[src/hw/rtl/ordered_list_engine_macros.svh]
// assertion macros for the ordered list engine
`ifndef ORDERED_LIST_ENGINE_MACROS_SVH
`define ORDERED_LIST_ENGINE_MACROS_SVH

`ifndef SYNTH

// same-cycle implication, sampled on clk, off during reset
`define OLE_ASSERT_IMP(label, ante, cons) \
  label: assert property (@(posedge clk) disable iff (!rst_n) (ante) |-> (cons)) \
    else $error("ordered_list_engine: assertion failed");

// next-cycle implication, sampled on clk, off during reset
`define OLE_ASSERT_NXT(label, ante, cons) \
  label: assert property (@(posedge clk) disable iff (!rst_n) (ante) |=> (cons)) \
    else $error("ordered_list_engine: assertion failed");

`else

`define OLE_ASSERT_IMP(label, ante, cons)
`define OLE_ASSERT_NXT(label, ante, cons)

`endif

`endif

[src/hw/rtl/ole_pkg.sv]
// shared types and constants for the ordered list engine
package ole_pkg;

  localparam int CAPACITY_DEF  = 32;
  localparam int WORD_BITS_DEF = 32;

  localparam int OPER_BITS  = 2;
  localparam int VALUE_BITS = 32;
  localparam int INDEX_BITS = 6;
  localparam int ELEM_BITS  = 32;
  localparam int POS_BITS   = 5;
  localparam int STAT_BITS  = 2;

  typedef logic [OPER_BITS-1:0] oper_t;
  typedef logic [STAT_BITS-1:0] stat_t;

  localparam oper_t OP_PUSH_FRONT = 2'd0;
  localparam oper_t OP_PUSH_BACK  = 2'd1;
  localparam oper_t OP_REMOVE     = 2'd2;

  localparam stat_t ST_DONE      = 2'd0;
  localparam stat_t ST_FULL      = 2'd1;
  localparam stat_t ST_BAD_INDEX = 2'd2;

  typedef enum logic {
    S_IDLE,
    S_DUMP
  } ole_state_t;

  // tag of a read in flight, lines up with the ram read data
  typedef struct packed {
    logic                valid;
    logic                empty;
    logic [POS_BITS-1:0] position;
    logic                last;
    stat_t               status;
  } ole_arr_t;

  // one result held in the output buffer
  typedef struct packed {
    logic [ELEM_BITS-1:0] element;
    logic [POS_BITS-1:0]  position;
    logic                 last;
    logic                 empty_res;
    stat_t                status;
  } ole_res_t;

endpackage

[src/hw/rtl/ole_if.sv]
// request and result channel interfaces

interface ole_in_if;
  import ole_pkg::*;
  logic                  valid;
  logic                  ready;
  logic [OPER_BITS-1:0]  operation;
  logic [VALUE_BITS-1:0] value;
  logic [INDEX_BITS-1:0] index;

  modport source (output valid, operation, value, index, input ready);
  modport sink   (input valid, operation, value, index, output ready);
endinterface

interface ole_out_if;
  import ole_pkg::*;
  logic                 valid;
  logic                 ready;
  logic [ELEM_BITS-1:0] element;
  logic [POS_BITS-1:0]  position;
  logic                 last;
  logic                 empty_res;
  logic [STAT_BITS-1:0] status;

  modport source (output valid, element, position, last, empty_res, status, input ready);
  modport sink   (input valid, element, position, last, empty_res, status, output ready);
endinterface

[src/hw/rtl/ole_ram.sv]
// generic single-port-write ram with registered read
module ole_ram #(
  parameter int WIDTH = 32,
  parameter int DEPTH = 32
) (
  input  logic                     clk,
  input  logic                     we,
  input  logic [$clog2(DEPTH)-1:0] waddr,
  input  logic [WIDTH-1:0]         wdata,
  input  logic [$clog2(DEPTH)-1:0] raddr,
  output logic [WIDTH-1:0]         rdata
);
  logic [WIDTH-1:0] mem [DEPTH];
  logic [WIDTH-1:0] rdata_r;

  always_ff @(posedge clk) begin
    if (we) begin
      mem[waddr] <= wdata;
    end
    rdata_r <= mem[raddr];
  end

  assign rdata = rdata_r;
endmodule

[src/hw/rtl/ole_ofifo.sv]
// two-entry result buffer with read credit for the sequencer
module ole_ofifo (
  input  logic                          clk,
  input  logic                          rst_n,
  input  ole_pkg::ole_arr_t             arr,
  input  logic [ole_pkg::ELEM_BITS-1:0] rdata,
  output logic                          can_issue,
  ole_out_if.source                     out_ch
);
  import ole_pkg::*;

  logic [1:0] cnt_r, cnt_nxt;
  ole_res_t   ent0_r, ent0_nxt;
  ole_res_t   ent1_r, ent1_nxt;
  ole_res_t   new_ent;
  logic       push, pop;

  assign push = arr.valid;
  assign pop  = (cnt_r != 2'd0) && out_ch.ready;

  // room for one more read once the one in flight lands
  assign can_issue = pop || (({1'b0, cnt_r} + {2'b00, arr.valid}) < 3'd2);

  always_comb begin
    new_ent.element   = arr.empty ? '0 : rdata;
    new_ent.position  = arr.position;
    new_ent.last      = arr.last;
    new_ent.empty_res = arr.empty;
    new_ent.status    = arr.status;
  end

  always_comb begin
    cnt_nxt  = cnt_r + 2'(push) - 2'(pop);
    ent0_nxt = ent0_r;
    ent1_nxt = ent1_r;
    if (pop) begin
      ent0_nxt = ent1_r;
    end
    if (push) begin
      if (cnt_r == 2'd0 || (cnt_r == 2'd1 && pop)) begin
        ent0_nxt = new_ent;
      end else begin
        ent1_nxt = new_ent;
      end
    end
  end

  always_ff @(posedge clk) begin
    if (!rst_n) begin
      cnt_r <= 2'd0;
    end else begin
      cnt_r <= cnt_nxt;
    end
  end

  always_ff @(posedge clk) begin
    ent0_r <= ent0_nxt;
    ent1_r <= ent1_nxt;
  end

  assign out_ch.valid     = (cnt_r != 2'd0);
  assign out_ch.element   = ent0_r.element;
  assign out_ch.position  = ent0_r.position;
  assign out_ch.last      = ent0_r.last;
  assign out_ch.empty_res = ent0_r.empty_res;
  assign out_ch.status    = ent0_r.status;
endmodule

[src/hw/rtl/ole_seq.sv]
// request sequencer: list update, dump reads and tail compaction write-back
module ole_seq #(
  parameter int CAPACITY  = ole_pkg::CAPACITY_DEF,
  parameter int WORD_BITS = ole_pkg::WORD_BITS_DEF
) (
  input  logic                        clk,
  input  logic                        rst_n,
  ole_in_if.sink                      in_ch,
  input  logic                        can_issue,
  output ole_pkg::ole_arr_t           arr,
  output logic                        rd_issue,
  output logic                        ram_we,
  output logic [$clog2(CAPACITY)-1:0] ram_waddr,
  output logic [WORD_BITS-1:0]        ram_wdata,
  output logic [$clog2(CAPACITY)-1:0] ram_raddr,
  input  logic [WORD_BITS-1:0]        ram_rdata
);
  import ole_pkg::*;

  localparam int AW = $clog2(CAPACITY);
  localparam int CW = $clog2(CAPACITY + 1);
  localparam int SW = CW + 1;
  localparam int IW = INDEX_BITS + 1;

  ole_state_t      state_r, state_nxt;
  logic [AW-1:0]   head_r, head_nxt;
  logic [CW-1:0]   count_r, count_nxt;
  logic [CW-1:0]   k_r, k_nxt;
  logic            rm_r, rm_nxt;
  logic [CW-1:0]   rm_idx_r, rm_idx_nxt;
  stat_t           status_r, status_nxt;
  ole_arr_t        arr_r, arr_nxt;
  logic            wb_r, wb_nxt;
  logic [AW-1:0]   wb_addr_r, wb_addr_nxt;

  logic            accept;
  logic            full;
  logic            last_k;
  logic            skip;
  logic [CW-1:0]   src_k;
  logic [AW-1:0]   head_dec;

  // physical slot of logical position j in the circular buffer
  function automatic logic [AW-1:0] phys(input logic [AW-1:0] base, input logic [CW-1:0] j);
    logic [SW-1:0] s;
    s = SW'(base) + SW'(j);
    if (s >= SW'(CAPACITY)) begin
      s = s - SW'(CAPACITY);
    end
    return AW'(s);
  endfunction

  assign in_ch.ready = (state_r == S_IDLE) && !arr_r.valid;
  assign accept      = in_ch.valid && in_ch.ready;
  assign full        = (count_r == CW'(CAPACITY));
  assign last_k      = (k_r == count_r - CW'(1));
  assign head_dec    = (head_r == '0) ? AW'(CAPACITY - 1) : head_r - AW'(1);
  // past the removed slot, read one further up
  assign skip        = rm_r && (k_r >= rm_idx_r);
  assign src_k       = k_r + CW'(skip);
  assign arr         = arr_r;

  always_comb begin
    state_nxt = state_r;
    case (state_r)
      S_IDLE: begin
        if (accept) begin
          state_nxt = S_DUMP;
        end
      end
      S_DUMP: begin
        if (can_issue && (count_r == '0 || last_k)) begin
          state_nxt = S_IDLE;
        end
      end
      default: state_nxt = S_IDLE;
    endcase
  end

  always_comb begin
    head_nxt    = head_r;
    count_nxt   = count_r;
    k_nxt       = k_r;
    rm_nxt      = rm_r;
    rm_idx_nxt  = rm_idx_r;
    status_nxt  = status_r;
    arr_nxt     = '0;
    wb_nxt      = 1'b0;
    wb_addr_nxt = wb_addr_r;
    rd_issue    = 1'b0;
    ram_we      = 1'b0;
    ram_waddr   = wb_addr_r;
    ram_wdata   = WORD_BITS'(in_ch.value);
    ram_raddr   = phys(head_r, src_k);

    if (accept) begin
      status_nxt = ST_DONE;
      rm_nxt     = 1'b0;
      k_nxt      = '0;
      case (in_ch.operation)
        OP_PUSH_FRONT: begin
          if (full) begin
            status_nxt = ST_FULL;
          end else begin
            ram_we    = 1'b1;
            ram_waddr = head_dec;
            head_nxt  = head_dec;
            count_nxt = count_r + CW'(1);
          end
        end
        OP_PUSH_BACK: begin
          if (full) begin
            status_nxt = ST_FULL;
          end else begin
            ram_we    = 1'b1;
            ram_waddr = phys(head_r, count_r);
            count_nxt = count_r + CW'(1);
          end
        end
        OP_REMOVE: begin
          if ({1'b0, in_ch.index} >= IW'(count_r)) begin
            status_nxt = ST_BAD_INDEX;
          end else begin
            rm_nxt     = 1'b1;
            rm_idx_nxt = CW'(in_ch.index);
            count_nxt  = count_r - CW'(1);
          end
        end
        default: ;
      endcase
    end

    // word read for the dump lands one slot lower when compacting
    if (wb_r) begin
      ram_we    = 1'b1;
      ram_waddr = wb_addr_r;
      ram_wdata = ram_rdata;
    end

    if (state_r == S_DUMP && can_issue) begin
      arr_nxt.valid  = 1'b1;
      arr_nxt.status = status_r;
      if (count_r == '0) begin
        arr_nxt.empty = 1'b1;
        arr_nxt.last  = 1'b1;
      end else begin
        rd_issue         = 1'b1;
        arr_nxt.position = POS_BITS'(k_r);
        arr_nxt.last     = last_k;
        wb_nxt           = skip;
        wb_addr_nxt      = phys(head_r, k_r);
        k_nxt            = k_r + CW'(1);
      end
    end
  end

  always_ff @(posedge clk) begin
    if (!rst_n) begin
      state_r  <= S_IDLE;
      head_r   <= '0;
      count_r  <= '0;
      k_r      <= '0;
      rm_r     <= 1'b0;
      arr_r    <= '0;
      wb_r     <= 1'b0;
    end else begin
      state_r  <= state_nxt;
      head_r   <= head_nxt;
      count_r  <= count_nxt;
      k_r      <= k_nxt;
      rm_r     <= rm_nxt;
      arr_r    <= arr_nxt;
      wb_r     <= wb_nxt;
    end
  end

  always_ff @(posedge clk) begin
    rm_idx_r  <= rm_idx_nxt;
    status_r  <= status_nxt;
    wb_addr_r <= wb_addr_nxt;
  end
endmodule

[src/hw/rtl/ordered_list_engine.sv]
// ordered list engine top level
// The list sits in one ram used as a circular buffer with a head pointer, so a push at
// either end is a single write in the cycle the request is accepted. Every request then
// dumps the whole list front to back, one ram read per cycle while the result buffer
// grants read credit; a removal compacts the tail in the same pass by writing each word
// read from above the removed slot back one slot lower. A request is accepted, then each
// element is read in turn through the single ram read port, and the last read returns
// from the registered ram output. The list memory needs no clearing after reset. Up to
// two results are buffered, so the next request can be taken while results still wait
// at the output.
module ordered_list_engine #(
  parameter int CAPACITY  = ole_pkg::CAPACITY_DEF,
  parameter int WORD_BITS = ole_pkg::WORD_BITS_DEF
) (
  input logic       clk,
  input logic       rst_n,
  ole_in_if.sink    in_ch,
  ole_out_if.source out_ch
);
  import ole_pkg::*;

  localparam int AW = $clog2(CAPACITY);

  ole_arr_t             arr;
  logic                 can_issue;
  logic                 rd_issue;
  logic                 ram_we;
  logic [AW-1:0]        ram_waddr;
  logic [AW-1:0]        ram_raddr;
  logic [WORD_BITS-1:0] ram_wdata;
  logic [WORD_BITS-1:0] ram_rdata;
  logic [ELEM_BITS-1:0] rdata_elem;

  assign rdata_elem = ELEM_BITS'(ram_rdata);

  ole_ram #(
    .WIDTH (WORD_BITS),
    .DEPTH (CAPACITY)
  ) u_ram (
    .clk   (clk),
    .we    (ram_we),
    .waddr (ram_waddr),
    .wdata (ram_wdata),
    .raddr (ram_raddr),
    .rdata (ram_rdata)
  );

  ole_seq #(
    .CAPACITY  (CAPACITY),
    .WORD_BITS (WORD_BITS)
  ) u_seq (
    .clk       (clk),
    .rst_n     (rst_n),
    .in_ch     (in_ch),
    .can_issue (can_issue),
    .arr       (arr),
    .rd_issue  (rd_issue),
    .ram_we    (ram_we),
    .ram_waddr (ram_waddr),
    .ram_wdata (ram_wdata),
    .ram_raddr (ram_raddr),
    .ram_rdata (ram_rdata)
  );

  ole_ofifo u_ofifo (
    .clk       (clk),
    .rst_n     (rst_n),
    .arr       (arr),
    .rdata     (rdata_elem),
    .can_issue (can_issue),
    .out_ch    (out_ch)
  );

`include "ordered_list_engine_macros.svh"

  // compaction write-back never hits the slot being read
  `OLE_ASSERT_IMP(a_no_rw_clash, ram_we && rd_issue, ram_waddr != ram_raddr)
  // no read tag is valid straight after an accepted request
  `OLE_ASSERT_NXT(a_accept_gap, in_ch.valid && in_ch.ready, !arr.valid)
  // an empty-list result is the whole dump
  `OLE_ASSERT_IMP(a_empty_last, arr.valid && arr.empty, arr.last && arr.position == '0)
  `OLE_ASSERT_IMP(a_out_empty, out_ch.valid && out_ch.empty_res, out_ch.last && out_ch.element == '0)

endmodule
[src/flat_wrapper.sv]
// flat-port wrapper written by rule: the top's interface ports become plain ports
module ordered_list_engine_flat import ole_pkg::*;
#(
  parameter int CAPACITY  = ole_pkg::CAPACITY_DEF,
  parameter int WORD_BITS = ole_pkg::WORD_BITS_DEF
)
  (clk, rst_n, in_ch_valid, in_ch_operation, in_ch_value, in_ch_index, in_ch_ready, out_ch_valid, out_ch_element, out_ch_position, out_ch_last, out_ch_empty_res, out_ch_status, out_ch_ready);
  ole_in_if in_ch_i ();
  ole_out_if out_ch_i ();
  input logic clk;
  input logic rst_n;
  input wire logic [$bits(in_ch_i.valid)-1:0] in_ch_valid;
  input wire logic [$bits(in_ch_i.operation)-1:0] in_ch_operation;
  input wire logic [$bits(in_ch_i.value)-1:0] in_ch_value;
  input wire logic [$bits(in_ch_i.index)-1:0] in_ch_index;
  output wire logic [$bits(in_ch_i.ready)-1:0] in_ch_ready;
  output wire logic [$bits(out_ch_i.valid)-1:0] out_ch_valid;
  output wire logic [$bits(out_ch_i.element)-1:0] out_ch_element;
  output wire logic [$bits(out_ch_i.position)-1:0] out_ch_position;
  output wire logic [$bits(out_ch_i.last)-1:0] out_ch_last;
  output wire logic [$bits(out_ch_i.empty_res)-1:0] out_ch_empty_res;
  output wire logic [$bits(out_ch_i.status)-1:0] out_ch_status;
  input wire logic [$bits(out_ch_i.ready)-1:0] out_ch_ready;
  assign in_ch_i.valid = in_ch_valid;
  assign in_ch_i.operation = in_ch_operation;
  assign in_ch_i.value = in_ch_value;
  assign in_ch_i.index = in_ch_index;
  assign in_ch_ready = in_ch_i.ready;
  assign out_ch_valid = out_ch_i.valid;
  assign out_ch_element = out_ch_i.element;
  assign out_ch_position = out_ch_i.position;
  assign out_ch_last = out_ch_i.last;
  assign out_ch_empty_res = out_ch_i.empty_res;
  assign out_ch_status = out_ch_i.status;
  assign out_ch_i.ready = out_ch_ready;
  ordered_list_engine #(.CAPACITY(CAPACITY), .WORD_BITS(WORD_BITS)) u_core (.clk(clk), .rst_n(rst_n), .in_ch(in_ch_i), .out_ch(out_ch_i));
endmodule
[config.mk]
export PLATFORM = sky130hd
export DESIGN_NAME = ordered_list_engine_flat
export DESIGN_NICKNAME = d
export VERILOG_FILES = /design/src/hw/rtl/ole_pkg.sv /design/src/hw/rtl/ole_if.sv /design/src/hw/rtl/ole_ram.sv /design/src/hw/rtl/ole_ofifo.sv /design/src/hw/rtl/ole_seq.sv /design/src/hw/rtl/ordered_list_engine.sv /design/src/flat_wrapper.sv
export VERILOG_INCLUDE_DIRS = /design/src /design/src/hw/rtl
export SDC_FILE = /design/constraint.sdc
export NUM_CORES = 1
export LEC_CHECK = 0
export BUFFER_PORTS_ARGS = -buffer_cell sky130_fd_sc_hd__buf_2
export CORE_ASPECT_RATIO = 0.5
export CORE_MARGIN = 2
export CORE_UTILIZATION = 25
export DETAILED_ROUTE_END_ITERATION = 6
export PLACE_DENSITY_LB_ADDON = 0.1
export SETUP_SLACK_MARGIN = 0.2
export SYNTH_ARGS = -nofsm -noshare
export SYNTH_HDL_FRONTEND = slang
export SYNTH_HIERARCHICAL = 1
export SYNTH_SLANG_ARGS = --single-unit
[constraint.sdc]
create_clock -name clk -period 10.2 [get_ports clk]
set_clock_uncertainty 0.1 [all_clocks]
set_input_delay 2.04 -clock clk [delete_from_list [all_inputs] [get_ports clk]]
set_output_delay 2.04 -clock clk [all_outputs]
set_load 0.01 [all_outputs]
==> summary.md <==
| Metric | Value |
|---|---|
| Drt pass-1 iters | `5` |
| Bufs on Longest Clock Path | `3` |
| Post-synth top area cell | `edfxtp_1` |
| Cell Area, Synth | `47400 um^2` |
| Global-route wire length before repair | `202 mm` |
| Maximum fanout along the worst path | `73` |
| Cell leakage power | `roughly 17 nW` |
| Largest net degree at the start of global routing | `101` |
| FF/Latch Area | `34500 um^2` |
| Commonest register cell after synthesis | `edfxtp_1` |
| Layout area overhead | `15.6%` |
| Clk_lat worst skew | `760 ps` |
| Rel. slew slack | `0.112` |
| Die Width | `around 620 um` |
| Routed vias | `25300` |
| Drt first-iter violations | `1964` |
| Root Buffer | `clkbuf_16` |
| Ports | `87` |
| GP Congestion | `0.737` |
| Detail Route Antenna Nets | `0` |
| Max-Cap Viols | `0` |
| Initial Util | `0.253` |
| Total chip power | `roughly 12 mW` |
| Syn avg cell area | `16.7 um^2` |
| PwrDens | `214 nW/um^2` |
| Post-Synthesis Cells | `~2800` |
| Final Max Tran Viols | `0` |
| Core area | `roughly 190000 um^2` |
| CP Class | `register to register` |
| Total GRT Usage | `0.149` |
| Synth Register Bits | `1183` |
| Status | `complete, no violations` |
| YS warnings | `6` |
| Worst setup EP type | `register` |
| Commonest cells post-synth | `edfxtp_1, mux2i_1, nand2_1, a21oi_1, nand3_1` |
| Wirelength per Cell | `26.2 um` |
| Crit path arrival time | `6590 ps` |
| Leading cell type by number of instances after synthesis | `edfxtp_1` |
| Asr flop ratio synth | `0` |
| Final WL | `roughly 150 mm` |
| Postcts setup bufs | `0` |
| Area contributors post-synth | `edfxtp_1, mux2i_1, dfxtp_1` |
| Number of setup violations in the final report | `0` |
| GR Overflow Total | `0` |
| HP Class | `register to register` |
| Initial antenna violation count | `18` |
| Number of enable flip-flop cells after synthesis | `1078` |
| # rows | `~110` |
| Final hold violations | `0` |
| Tightest Pin Transition | `1330 ps` |
| HPWL Detailed | `88.4 mm` |
| Area occupied by multi-input gates | `12200 um^2` |
| Max frequency | `164 MHz` |
| Fillers | `18600` |
| Final setup TNS | `0 ps` |
| Vias/cell | `4.56` |
| Share of cells above drive strength 1 | `0.160` |
| Syn Nets | `2910` |
| CTS tree | `built` |
| DR DRC count | `0` |
| Post-synthesis sequential area ratio | `0.728` |
| Req. time, crit path | `10690 ps` |
| Clk sinks | `1183` |
| CTS buffer count | `130` |
| CP startpoint kind | `register` |
| Chip Height | `~310 um` |
| Fin nets | `3014` |
| Min cycle time layout | `6100 ps` |
| Htree depth | `4` |
| Hold-fix buffers, CTS | `0` |
| Vias in the first global route | `between 20000 and 30000` |
| # port buffers | `86` |
| Final Cycle Share | `0.598` |
| Top cell type's share of synthesized area | `0.683` |
| Post-CTS sizing | `0` |
| Cell variety after synth | `65` |
| Die ar. | `193000 um^2` |
| Reg clk slew, reported paths | `60 ps` |
| Max VDD drop | `168 uV` |
| Layout Utilization | `0.292` |
| Unrepaired setup endpoints after global routing | `false` |
## final cells by class
type	instances	share of cell area
Antenna cell	8	0.000366
Tap cell	2508	0.0573
Clock buffer	185	0.0670
Inverter	25	0.00171
Timing Repair Buffer	131	0.0152
Clock inverter	50	0.00644
Sequential cell	1183	0.630
Multi-Input combinational cell	1465	0.222
## report_power, final
group          switching, mW  leakage [nW]  internal, mW
Sequential             0.160          10.6          5.47
Combinational          0.940          4.78         0.635
Clock                   1.93          1.97          2.60
Total                   3.04          17.3          8.71
## logic make-up (layout without fill, tap and decap cells)
kind of cell    Yosys count  count (layout)  synth area share
xor+xnor                 30              30           0.00555
buf+inv                 184             391            0.0218
other cells               0               8                 0
mux                     634             634             0.141
flops                  1183            1183             0.728
fa+ha+maj                34              34           0.00946
compound gates          353             353            0.0514
simple gates            414             414            0.0428
## through the flow
stage / area [um^2] / std cells / hold WS, ps / setup WS [ps]
2_1_floorplan: 47400 / 2832 / 304 / 4250
3_3_place_gp: 50700 / 5312 / 313 / 3720
3_5_place_dp: 50700 / 5312 / 316 / 3620
4_1_cts: 54700 / 5547 / 329 / 4110
5_1_grt: 54700 / 5547 / 347 / 3740
6_report: 54800 / 5555 / 326 / 4100
## worst max-delay path, stage by stage (launching register included)
cell and delay (ps):
dfxtp_1 520, inv_1 130, ha_1 290, nand2b_1 90, a211oi_1 70, o31ai_1 420
nand2_1 180, nor2_1 140, ha_1 270, fa_1 420, xor2_1 590, nor2b_4 450
buf_12 380, buf_4 690, a22o_1 230, nor3_1 70, a31oi_1 580, nand3_1 150
## final timing paths
path / start / end / slack [ps] / cells after the start
setup reg to reg: u_core/u_seq/k_r[0] / u_core/u_ram/rdata[17] / 4100 / 17
hold / removal: u_core/u_seq/arr[2] / u_core/u_ofifo/ent1_r[3] / 330 / 0
hold reg to reg: u_core/u_seq/arr[2] / u_core/u_ofifo/ent1_r[3] / 330 / 0
setup / recovery: u_core/u_seq/k_r[0] / u_core/u_ram/rdata[17] / 4100 / 17
## sequential cells by signal, summed over array words and instances, names as in the netlist, 6 cells and up
name                           count
u_core/u_ram/mem                1024
u_core/u_ofifo/ent1_r             41
u_core/u_ofifo/out_ch.element     32
u_core/u_ram/rdata                32
u_core/u_seq/arr                  10
u_core/u_seq/count_r               6
u_core/u_seq/k_r                   6
u_core/u_seq/rm_idx_r              6
## layout by cell type (no fill, tap or decap), drive strengths merged, types with 6 or more instances in the layout
cell type / n
a211oi: 8
a21o: 9
a21oi: 116
a22o: 64
a22oi: 97
a31oi: 34
and3: 6
buf: 131
clkbuf: 185
clkinv: 44
dfxtp: 105
diode: 8
edfxtp: 1078
ha: 31
inv: 27
mux2: 120
mux2i: 514
nand2: 122
nand2b: 7
nand3: 108
nand3b: 6
nand4: 6
nor2: 57
nor2b: 36
nor3: 35
o21ai: 7
xnor2: 20
xor2: 10
## per-layer routing
layer,GRT usage,share of wire,up-vias
met3,0.0324,0.055,149
met2,0.209,0.41,563
met4,0.0332,0.015,4
met5,0,0.00019,-
met1,0.231,0.52,13300
li1,-,-,11300
Power figures use the tool's default switching activity.
